$ cat src/rtl/core/slip_receive_deframer_defines.svh
// Assertion macros for the SLIP receive deframer.
// No dependencies; included by the top level only.
`ifndef SLIP_RECEIVE_DEFRAMER_DEFINES_SVH
`define SLIP_RECEIVE_DEFRAMER_DEFINES_SVH
`ifndef SYNTHESIS
`define SRD_ASSERT_SAME(lbl, ante, cons, msg) \
  lbl: assert property (@(posedge clk_i) disable iff (!rst_ni) (ante) |-> (cons)) \
    else $error(msg);
`define SRD_ASSERT_NEXT(lbl, ante, cons, msg) \
  lbl: assert property (@(posedge clk_i) disable iff (!rst_ni) (ante) |=> (cons)) \
    else $error(msg);
`else
`define SRD_ASSERT_SAME(lbl, ante, cons, msg)
`define SRD_ASSERT_NEXT(lbl, ante, cons, msg)
`endif
`endif

$ cat src/rtl/core/srd_pkg.sv
// Shared types and constants of the SLIP receive deframer.
// No dependencies; used by every module of the block but srd_in_stage.
package srd_pkg;

  localparam int unsigned MAX_FRAME_CAP_DEF = 131068;
  localparam int unsigned LEN_W = 17;
  localparam int unsigned CFG_IDX_W = 3;

  // Configuration register indexes.
  localparam logic [CFG_IDX_W-1:0] CFG_SIXBIT_MODE  = 3'd0;
  localparam logic [CFG_IDX_W-1:0] CFG_MAX_FRAME    = 3'd1;
  localparam logic [CFG_IDX_W-1:0] CFG_END_CHAR     = 3'd2;
  localparam logic [CFG_IDX_W-1:0] CFG_ESC_CHAR     = 3'd3;
  localparam logic [CFG_IDX_W-1:0] CFG_ESC_END_CHAR = 3'd4;
  localparam logic [CFG_IDX_W-1:0] CFG_ESC_ESC_CHAR = 3'd5;

  // Six-bit character set.
  localparam logic [7:0] SIX_BASE = 8'h30;
  localparam logic [7:0] SIX_END  = 8'h70;

  typedef enum logic [2:0] {
    EV_DATA    = 3'd0,
    EV_COMMIT  = 3'd1,
    EV_DISCARD = 3'd2,
    EV_OVERRUN = 3'd3,
    EV_LINEERR = 3'd4
  } srd_event_e;

  typedef struct packed {
    logic             sixbit_mode;
    logic [LEN_W-1:0] max_frame_len;
    logic [7:0]       end_char;
    logic [7:0]       esc_char;
    logic [7:0]       esc_end_char;
    logic [7:0]       esc_esc_char;
  } srd_cfg_t;

  typedef struct packed {
    srd_event_e       event_res;
    logic [7:0]       data;
    logic [LEN_W-1:0] frame_length;
  } srd_result_t;

endpackage

$ cat src/rtl/core/srd_cfg_regs.sv
// Configuration register file of the SLIP receive deframer.
// Depends on srd_pkg.
module srd_cfg_regs (
  input  logic                           clk_i,
  input  logic                           rst_ni,
  input  logic                           cfg_we_i,
  input  logic [srd_pkg::CFG_IDX_W-1:0]  cfg_idx_i,
  input  logic [srd_pkg::LEN_W-1:0]      cfg_wdata_i,
  output srd_pkg::srd_cfg_t              cfg_o
);

  srd_pkg::srd_cfg_t cfg_q, cfg_d;

  always_comb begin
    cfg_d = cfg_q;
    if (cfg_we_i) begin
      case (cfg_idx_i)
        srd_pkg::CFG_SIXBIT_MODE:  cfg_d.sixbit_mode   = cfg_wdata_i[0];
        srd_pkg::CFG_MAX_FRAME:    cfg_d.max_frame_len = cfg_wdata_i;
        srd_pkg::CFG_END_CHAR:     cfg_d.end_char      = cfg_wdata_i[7:0];
        srd_pkg::CFG_ESC_CHAR:     cfg_d.esc_char      = cfg_wdata_i[7:0];
        srd_pkg::CFG_ESC_END_CHAR: cfg_d.esc_end_char  = cfg_wdata_i[7:0];
        srd_pkg::CFG_ESC_ESC_CHAR: cfg_d.esc_esc_char  = cfg_wdata_i[7:0];
        default: ;
      endcase
    end
  end

  always_ff @(posedge clk_i or negedge rst_ni) begin
    if (!rst_ni) begin
      cfg_q.sixbit_mode   <= 1'b0;
      cfg_q.max_frame_len <= 17'd1152;
      cfg_q.end_char      <= 8'd192;
      cfg_q.esc_char      <= 8'd219;
      cfg_q.esc_end_char  <= 8'd220;
      cfg_q.esc_esc_char  <= 8'd221;
    end else begin
      cfg_q <= cfg_d;
    end
  end

  assign cfg_o = cfg_q;

endmodule

$ cat src/rtl/core/srd_in_stage.sv
// Input register of the SLIP receive deframer.
// Depends on nothing but the port list; holds one received byte until decoded.
module srd_in_stage (
  input  logic       clk_i,
  input  logic       rst_ni,
  input  logic       in_valid_i,
  output logic       in_ready_o,
  input  logic [7:0] rx_byte_i,
  input  logic       line_error_i,
  input  logic       take_i,
  output logic       valid_o,
  output logic [7:0] rx_byte_o,
  output logic       line_error_o
);

  logic       valid_q, valid_d;
  logic [7:0] byte_q;
  logic       lerr_q;
  logic       load;

  // The slot frees up in the same cycle that its byte is decoded.
  assign in_ready_o = !valid_q || take_i;
  assign load       = in_valid_i && in_ready_o;
  assign valid_d    = load || (valid_q && !take_i);

  always_ff @(posedge clk_i or negedge rst_ni) begin
    if (!rst_ni) begin
      valid_q <= 1'b0;
    end else begin
      valid_q <= valid_d;
    end
  end

  always_ff @(posedge clk_i) begin
    if (load) begin
      byte_q <= rx_byte_i;
      lerr_q <= line_error_i;
    end
  end

  assign valid_o      = valid_q;
  assign rx_byte_o    = byte_q;
  assign line_error_o = lerr_q;

endmodule

$ cat src/rtl/core/srd_decode.sv
// Per-byte SLIP and six-bit decoder with the frame state registers.
// Depends on srd_pkg.
module srd_decode #(
  parameter int unsigned MAX_FRAME_CAP = srd_pkg::MAX_FRAME_CAP_DEF
) (
  input  logic                clk_i,
  input  logic                rst_ni,
  input  srd_pkg::srd_cfg_t   cfg_i,
  input  logic                fire_i,
  input  logic [7:0]          rx_byte_i,
  input  logic                line_error_i,
  output logic                res_valid_o,
  output srd_pkg::srd_result_t res_o
);

  localparam logic [srd_pkg::LEN_W-1:0] CapLen = srd_pkg::LEN_W'(MAX_FRAME_CAP);

  logic [srd_pkg::LEN_W-1:0] count_q, count_d, limit;
  logic                      esc_q, esc_d;
  logic                      sticky_q, sticky_d;
  logic [13:0]               acc_q, acc_d, acc_new;
  logic [3:0]                bits_q, bits_d, bits_sum, bits_left;
  logic [5:0]                six_val;
  logic                      frame_end, take_byte;
  logic [7:0]                byte_val;

  assign limit = (cfg_i.max_frame_len > CapLen) ? CapLen : cfg_i.max_frame_len;

  assign six_val   = 6'(rx_byte_i - srd_pkg::SIX_BASE);
  assign acc_new   = {acc_q[7:0], six_val};
  assign bits_sum  = bits_q + 4'd6;
  assign bits_left = bits_sum - 4'd8;

  always_comb begin
    count_d     = count_q;
    esc_d       = esc_q;
    sticky_d    = sticky_q;
    acc_d       = acc_q;
    bits_d      = bits_q;
    frame_end   = 1'b0;
    take_byte   = 1'b0;
    byte_val    = rx_byte_i;
    res_valid_o = 1'b0;
    res_o       = '{event_res: srd_pkg::EV_DATA, data: 8'd0, frame_length: '0};

    if (fire_i) begin
      if (line_error_i) begin
        // Only the first error of a frame is reported.
        if (!sticky_q) begin
          sticky_d        = 1'b1;
          res_valid_o     = 1'b1;
          res_o.event_res = srd_pkg::EV_LINEERR;
        end
      end else if (cfg_i.sixbit_mode) begin
        if (rx_byte_i == srd_pkg::SIX_END) begin
          acc_d     = '0;
          bits_d    = '0;
          frame_end = 1'b1;
        end else if (rx_byte_i >= srd_pkg::SIX_BASE && rx_byte_i < srd_pkg::SIX_END) begin
          acc_d = acc_new;
          if (bits_sum >= 4'd8) begin
            bits_d    = bits_left;
            take_byte = 1'b1;
            byte_val  = 8'(acc_new >> bits_left);
          end else begin
            bits_d = bits_sum;
          end
        end
      end else begin
        if (rx_byte_i == cfg_i.end_char) begin
          esc_d     = 1'b0;
          frame_end = 1'b1;
        end else if (rx_byte_i == cfg_i.esc_char) begin
          esc_d = 1'b1;
        end else begin
          take_byte = 1'b1;
          // An escape code without a pending escape is plain data.
          if (rx_byte_i == cfg_i.esc_esc_char) begin
            if (esc_q) begin
              esc_d    = 1'b0;
              byte_val = cfg_i.esc_char;
            end
          end else if (rx_byte_i == cfg_i.esc_end_char) begin
            if (esc_q) begin
              esc_d    = 1'b0;
              byte_val = cfg_i.end_char;
            end
          end
        end
      end

      if (frame_end) begin
        res_valid_o        = 1'b1;
        res_o.event_res    = (!sticky_q && count_q > 17'd2) ? srd_pkg::EV_COMMIT
                                                             : srd_pkg::EV_DISCARD;
        res_o.frame_length = count_q;
        sticky_d           = 1'b0;
        count_d            = '0;
      end

      // Bytes of a frame already in error are dropped silently.
      if (take_byte && !sticky_q) begin
        res_valid_o = 1'b1;
        if (count_q < limit) begin
          count_d    = count_q + 17'd1;
          res_o.data = byte_val;
        end else begin
          sticky_d        = 1'b1;
          res_o.event_res = srd_pkg::EV_OVERRUN;
        end
      end
    end
  end

  always_ff @(posedge clk_i or negedge rst_ni) begin
    if (!rst_ni) begin
      count_q  <= '0;
      esc_q    <= 1'b0;
      sticky_q <= 1'b0;
      acc_q    <= '0;
      bits_q   <= '0;
    end else begin
      count_q  <= count_d;
      esc_q    <= esc_d;
      sticky_q <= sticky_d;
      acc_q    <= acc_d;
      bits_q   <= bits_d;
    end
  end

endmodule

$ cat src/rtl/core/srd_out_stage.sv
// Result register of the SLIP receive deframer.
// Depends on srd_pkg.
module srd_out_stage (
  input  logic                 clk_i,
  input  logic                 rst_ni,
  input  logic                 fire_i,
  input  logic                 res_valid_i,
  input  srd_pkg::srd_result_t res_i,
  output logic                 free_o,
  output logic                 out_valid_o,
  input  logic                 out_ready_i,
  output srd_pkg::srd_result_t res_o
);

  logic                 valid_q, valid_d;
  srd_pkg::srd_result_t res_q;

  // The register can take a new result when empty or drained this cycle.
  assign free_o  = !valid_q || out_ready_i;
  assign valid_d = fire_i ? res_valid_i : (valid_q && !out_ready_i);

  always_ff @(posedge clk_i or negedge rst_ni) begin
    if (!rst_ni) begin
      valid_q <= 1'b0;
    end else begin
      valid_q <= valid_d;
    end
  end

  always_ff @(posedge clk_i) begin
    if (fire_i && res_valid_i) begin
      res_q <= res_i;
    end
  end

  assign out_valid_o = valid_q;
  assign res_o       = res_q;

endmodule

$ cat src/rtl/core/slip_receive_deframer.sv
// SLIP receive deframer, top level. Depends on srd_pkg, srd_cfg_regs, srd_in_stage,
// srd_decode, srd_out_stage and slip_receive_deframer_defines.svh.
// Path: input register, combinational decode, then result register.
// Throughput: one byte per cycle unless a result is blocked, set by the input register feeding the result register.
// Reset: rst_ni clears frame state, both valid flags and loads default configuration.
`include "slip_receive_deframer_defines.svh"
module slip_receive_deframer #(
  parameter int unsigned MAX_FRAME_CAP = srd_pkg::MAX_FRAME_CAP_DEF
) (
  input  logic                          clk_i,
  input  logic                          rst_ni,
  input  logic                          cfg_we_i,
  input  logic [srd_pkg::CFG_IDX_W-1:0] cfg_idx_i,
  input  logic [srd_pkg::LEN_W-1:0]     cfg_wdata_i,
  input  logic                          s_axis_tvalid,
  output logic                          s_axis_tready,
  input  logic [7:0]                    s_axis_tdata,  // [7:0] rx_byte
  input  logic [0:0]                    s_axis_tuser,  // [0] line_error
  output logic                          m_axis_tvalid,
  input  logic                          m_axis_tready,
  output logic [31:0]                   m_axis_tdata,  // [7:0] data, [24:8] frame_length
  output logic [2:0]                    m_axis_tuser   // [2:0] event_res
);

  srd_pkg::srd_cfg_t    cfg;
  srd_pkg::srd_result_t dec_res, out_res;
  logic                 in_valid, in_lerr, dec_valid, out_free, fire;
  logic [7:0]           in_byte;

  srd_cfg_regs u_cfg (
    .clk_i       (clk_i),
    .rst_ni      (rst_ni),
    .cfg_we_i    (cfg_we_i),
    .cfg_idx_i   (cfg_idx_i),
    .cfg_wdata_i (cfg_wdata_i),
    .cfg_o       (cfg)
  );

  srd_in_stage u_in (
    .clk_i        (clk_i),
    .rst_ni       (rst_ni),
    .in_valid_i   (s_axis_tvalid),
    .in_ready_o   (s_axis_tready),
    .rx_byte_i    (s_axis_tdata),
    .line_error_i (s_axis_tuser[0]),
    .take_i       (fire),
    .valid_o      (in_valid),
    .rx_byte_o    (in_byte),
    .line_error_o (in_lerr)
  );

  assign fire = in_valid && out_free;

  srd_decode #(
    .MAX_FRAME_CAP (MAX_FRAME_CAP)
  ) u_dec (
    .clk_i        (clk_i),
    .rst_ni       (rst_ni),
    .cfg_i        (cfg),
    .fire_i       (fire),
    .rx_byte_i    (in_byte),
    .line_error_i (in_lerr),
    .res_valid_o  (dec_valid),
    .res_o        (dec_res)
  );

  srd_out_stage u_out (
    .clk_i       (clk_i),
    .rst_ni      (rst_ni),
    .fire_i      (fire),
    .res_valid_i (dec_valid),
    .res_i       (dec_res),
    .free_o      (out_free),
    .out_valid_o (m_axis_tvalid),
    .out_ready_i (m_axis_tready),
    .res_o       (out_res)
  );

  assign m_axis_tdata = {7'd0, out_res.frame_length, out_res.data};
  assign m_axis_tuser = out_res.event_res;

  // The input side stalls only while a byte waits behind a blocked result.
  `SRD_ASSERT_SAME(a_stall_cause, !s_axis_tready,
                   in_valid && m_axis_tvalid && !m_axis_tready,
                   "input stalled without a blocked result")
  `SRD_ASSERT_SAME(a_commit_len, m_axis_tvalid && m_axis_tuser == srd_pkg::EV_COMMIT,
                   m_axis_tdata[24:8] > 17'd2, "commit with a frame of two bytes or less")
  `SRD_ASSERT_SAME(a_data_no_len, m_axis_tvalid && m_axis_tuser == srd_pkg::EV_DATA,
                   m_axis_tdata[24:8] == 17'd0, "payload byte carries a length")
  `SRD_ASSERT_NEXT(a_fire_frees, fire && !dec_valid && m_axis_tvalid && m_axis_tready,
                   !m_axis_tvalid, "result register not emptied by a silent byte")

endmodule

$ cat config.mk
export PLATFORM = sky130hd
export DESIGN_NAME = slip_receive_deframer
export DESIGN_NICKNAME = d
export VERILOG_FILES = /design/src/rtl/core/srd_pkg.sv /design/src/rtl/core/srd_cfg_regs.sv /design/src/rtl/core/srd_in_stage.sv /design/src/rtl/core/srd_decode.sv /design/src/rtl/core/srd_out_stage.sv /design/src/rtl/core/slip_receive_deframer.sv
export VERILOG_INCLUDE_DIRS = /design/src /design/src/rtl/core
export SDC_FILE = /design/constraint.sdc
export NUM_CORES = 1
export LEC_CHECK = 0
export BUFFER_PORTS_ARGS = -buffer_cell sky130_fd_sc_hd__buf_4
export CORE_MARGIN = 2
export CORE_UTILIZATION = 31
export CTS_BUF_LIST = sky130_fd_sc_hd__clkbuf_4 sky130_fd_sc_hd__clkbuf_8
export DETAILED_ROUTE_END_ITERATION = 7
export GPL_ROUTABILITY_DRIVEN = 0
export PLACE_DENSITY = 0.56
export SYNTH_ARGS = -nofsm -noshare
export SYNTH_HDL_FRONTEND = slang
export SYNTH_SLANG_ARGS = --single-unit
export TNS_END_PERCENT = 30
$ cat constraint.sdc
create_clock -name clk_i -period 3.4 [get_ports clk_i]
set_input_delay 0.68 -clock clk_i [delete_from_list [all_inputs] [get_ports clk_i]]
set_output_delay 0.68 -clock clk_i [all_outputs]
set_load 0.02 [all_outputs]
==> impl_metrics.py <==
metrics = {
    "yosys": {
        "syn-mean-instance-area_um2": 11.05,
        "synth_common_cells": "61 x dfrtp_1, 45 x nand2_1, 44 x mux2_2, 37 x edfxtp_1, 37 x o21ai_0",
        "yosys-top-cells-area": "dfrtp_1 24%, edfxtp_1 17%, dfstp_2 8.6%, mux2_2 7.7%, xor2_1 4.4%",
        "cells_after_synthesis": 580,
        "ys_dominant_reg_cell": "dfrtp_1",
        "synth_edf_count": 37,
        "synth_top_family_by_area": "simple AND/OR/NAND/NOR gates",
        "async_reset_ff_share_pct": 68.91,
        "post-synth-top-area-fraction_pct": 23.82,
        "synth_fa_ha_area_share_pct": 3.905,
        "yosys.area_share.xor_xnor_pct": 4.901,
        "ys_types": 65,
        "seq_area_frac_synth_pct": 49.78,
        "synth_compound_gate_area_share_pct": 10.72,
        "synthDominantAreaCellType": "dfrtp_1",
        "ys_seq_elements": 119,
        "synth_mux_area_share_pct": 10.39,
        "synth_most_common_cell": "dfrtp_1",
        "synthSimpleGateAreaFrac_pct": 15.99,
        "synth_area_um2": 6407,
        "yosysWarningCount": 0,
    },
    "cts": {
        "hold_buffers": 0,
        "worstSkewPairLatency_ns": 0.46,
        "ctsResizeCount": 0,
        "h-tree-depth": 4,
        "post-cts-setup-buffer-count": 0,
        "cts_tree": "yes",
        "cts_num_sinks": 119,
        "cts.root.buffer_cell": "clkbuf_8",
        "cts_buffers": 17,
        "cts.reportedPaths.clkPinSlew_ns": 0.08,
        "cts.path.max_buffers": 2,
    },
    "sta": {
        "clock_skew_ns": 0.01659,
        "worst_pin_slew_ns": 1.043,
        "drv_slew": 0,
        "fin_crit_sh_pct": 90.80,
        "timing.setup.tns_ns": 0,
        "achievable-frequency_mhz": 323.9,
        "rsz0062_at_grt": "no",
        "setup-violations-final": 0,
        "period_minus_slack_ns": 3.087,
        "timing.slew.headroom_pct": 30.47,
        "hold_viol_final": 0,
        "worst_hold_slack_ns": 0.3938,
    },
    "worst_setup_path": {
        "rr_startpoint": "u_cfg.cfg_o[42]",
        "timing.critical_path.from_type": "register",
        "worstSetupEndpointType": "register",
        "r2r_cells": 10,
        "crit-reg2reg-capture": "u_dec.count_q[9]",
        "r2r_slack_ns": 0.31,
        "critPathRequiredTime_ns": 3.73,
        "critPathMaxFanout": 20,
        "worst-endpoint-arrival_ns": 3.42,
        "critical_path_type": "register to register",
    },
    "layout": {
        "insertedDiodeCount": 0,
        "areaGrowthSynthToFinish_pct": 19.25,
        "end_of_flow_core_utilization_pct": 37.76,
        "final_layout_size_suffix_gt1_share_pct": 28.81,
        "final_nets": 704,
    },
    "grt": {
        "grt_overflow_total": 0,
        "first_global_vias": 4787,
        "grt_start_max_net_pins": 83,
        "number_of_antenna_violations_at_the_first_check_in_global_routing": 0,
        "grt.total_usage_pct": 14.90,
        "grt_first_pass_wirelength_um": 25450,
    },
    "power_and_ir_drop": {
        "power.ir.vdd_worst_uv": 225.5,
        "p_leak_nw": 3.257,
        "cellPowerDensity_nw_per_um2": 624.8,
        "fin_total_pwr_mw": 4.774,
    },
    "routing": {
        "met2WireLength_um": 6780,
        "post-route-drc-count": 0,
        "first_iteration_detailed_routing_drc_count": 517,
        "wl_per_cell_um": 16.47,
        "totalWireLength_um": 15360,
        "antenna_violation_net_count_after_detailed_routing": 0,
        "routed-wl-met3_um": 1002,
        "drt_pre_antenna_iters": 5,
        "wl_met1_um": 7263,
        "post_drt_via_cell_ratio": 5.039,
        "routed_vias": 4701,
        "highest_signal_layer_in_the_routed_design": "met4",
    },
    "placement": {
        "numPortBuffers": 63,
        "place_hpwl_um": 11420,
    },
    "hold_path": {
        "min-delay-start": "s_axis_tdata[2]",
        "holdPathEnd": "u_in.rx_byte_o[2]",
        "hold_path_depth": 1,
        "worstHoldPathType": "input port to register",
    },
    "die": {
        "top_level_ports": 71,
        "rows": 52,
        "die_h_um": 147.8,
        "core_area_um2": 20230,
        "die_ar_um2": 21830,
        "die_width_um": 147.8,
        "starting_density_of_the_core_pct": 31.67,
    },
    "outcome": {
        "status": "finished, final reports clean",
    },
    "job": {
        "timing.max_cap.violations": 0,
    },
}
==> power breakdown <==
part / internal (mW) / switching (mW)
logic: 0.573 / 0.630
registers: 1.80 / 0.276
clock network: 0.908 / 0.584
==> kinds of logic after synthesis <==
| logic type | count (synthesis) |
|---|---|
| multiplexers | 56 |
| AO/OA/AOI/OAI | 104 |
| flip-flops | 119 |
| XOR/XNOR | 35 |
| AND/OR/NAND/NOR | 185 |
| buffers and inverters | 60 |
| adder cells (fa/ha/maj) | 20 |
| other | 1 |
==> through the flow <==
| stage | setup WS (ns) | cell area [um2] | cells |
|---|---|---|---|
| after detailed placement | 0.3485 | 7179 | 901 |
| after global placement | 0.3563 | 7179 | 901 |
| after CTS | 0.3220 | 7641 | 933 |
| after floorplan | 0.3283 | 6430 | 586 |
| final | 0.3128 | 7641 | 933 |
| after global routing | 0.1424 | 7641 | 933 |
==> worst max-delay path by stage <==
| stage | startpoint | endpoint | slack (ns) |
|---|---|---|---|
| 2_1_floorplan | u_dec.bits_q[1] | u_out.res_o[0] | 0.33 |
| 3_3_place_gp | u_cfg.cfg_o[39] | u_dec.count_q[15] | 0.36 |
| 3_5_place_dp | u_cfg.cfg_o[39] | u_dec.count_q[9] | 0.35 |
| 4_1_cts | u_cfg.cfg_o[42] | u_dec.count_q[9] | 0.32 |
| 5_1_grt | u_cfg.cfg_o[39] | u_dec.count_q[13] | 0.14 |
| 6_report | u_cfg.cfg_o[42] | u_dec.count_q[9] | 0.31 |
==> registers in the layout, indices dropped and copies added, names as in the netlist, 3 cells and up <==
| name | count |
|---|---|
| u_cfg.cfg_o | 50 |
| u_out.res_o | 28 |
| u_dec.count_q | 17 |
| u_dec.acc_q | 8 |
| u_in.rx_byte_o | 8 |
| u_dec.bits_q | 3 |
==> layout make-up <==
class / instances / area (um2)
well taps: 270 / 337.8
clock buffers: 20 / 262.8
repair buffers: 76 / 570.5
clock inverters: 12 / 198.9
fillers: 1949 / 12590
multi-input cells: 407 / 2973
flip-flops and latches: 119 / 3189
inverters: 29 / 108.9
==> placed cells by master (no fill, tap or decap), drive strengths merged, types with 21 or more instances in the layout <==
| master | Yosys | routed |
|---|---|---|
| buf | 18 | 76 |
| dfrtp | 61 | 61 |
| nand2 | 47 | 47 |
| mux2 | 44 | 44 |
| o21ai | 37 | 37 |
| edfxtp | 37 | 37 |
| xor2 | 32 | 32 |
| inv | 29 | 31 |
| a21oi | 25 | 25 |
| nor2 | 24 | 24 |
| and3 | 22 | 22 |
| nand3 | 21 | 21 |
| dfstp | 21 | 21 |
==> critical path: stages, from the launching register on <==
cell and delay (ns):
dfstp_2 0.54, nand4_1 0.09, o41ai_1 0.35, ha_1 0.29
and4_1 0.18, a21oi_1 0.14, o21bai_1 0.18, or4b_1 0.55
buf_4 0.24, a22o_1 0.24, a21o_1 0.17
==> layer usage <==
layer / up-vias / GRT usage [%]
met5: - / 0
met4: 0 / 6.346
met3: 26 / 4.568
met2: 132 / 22.44
met1: 2291 / 19.89
li1: 2252 / -
Note: power is estimated with default switching activity, not from simulation.
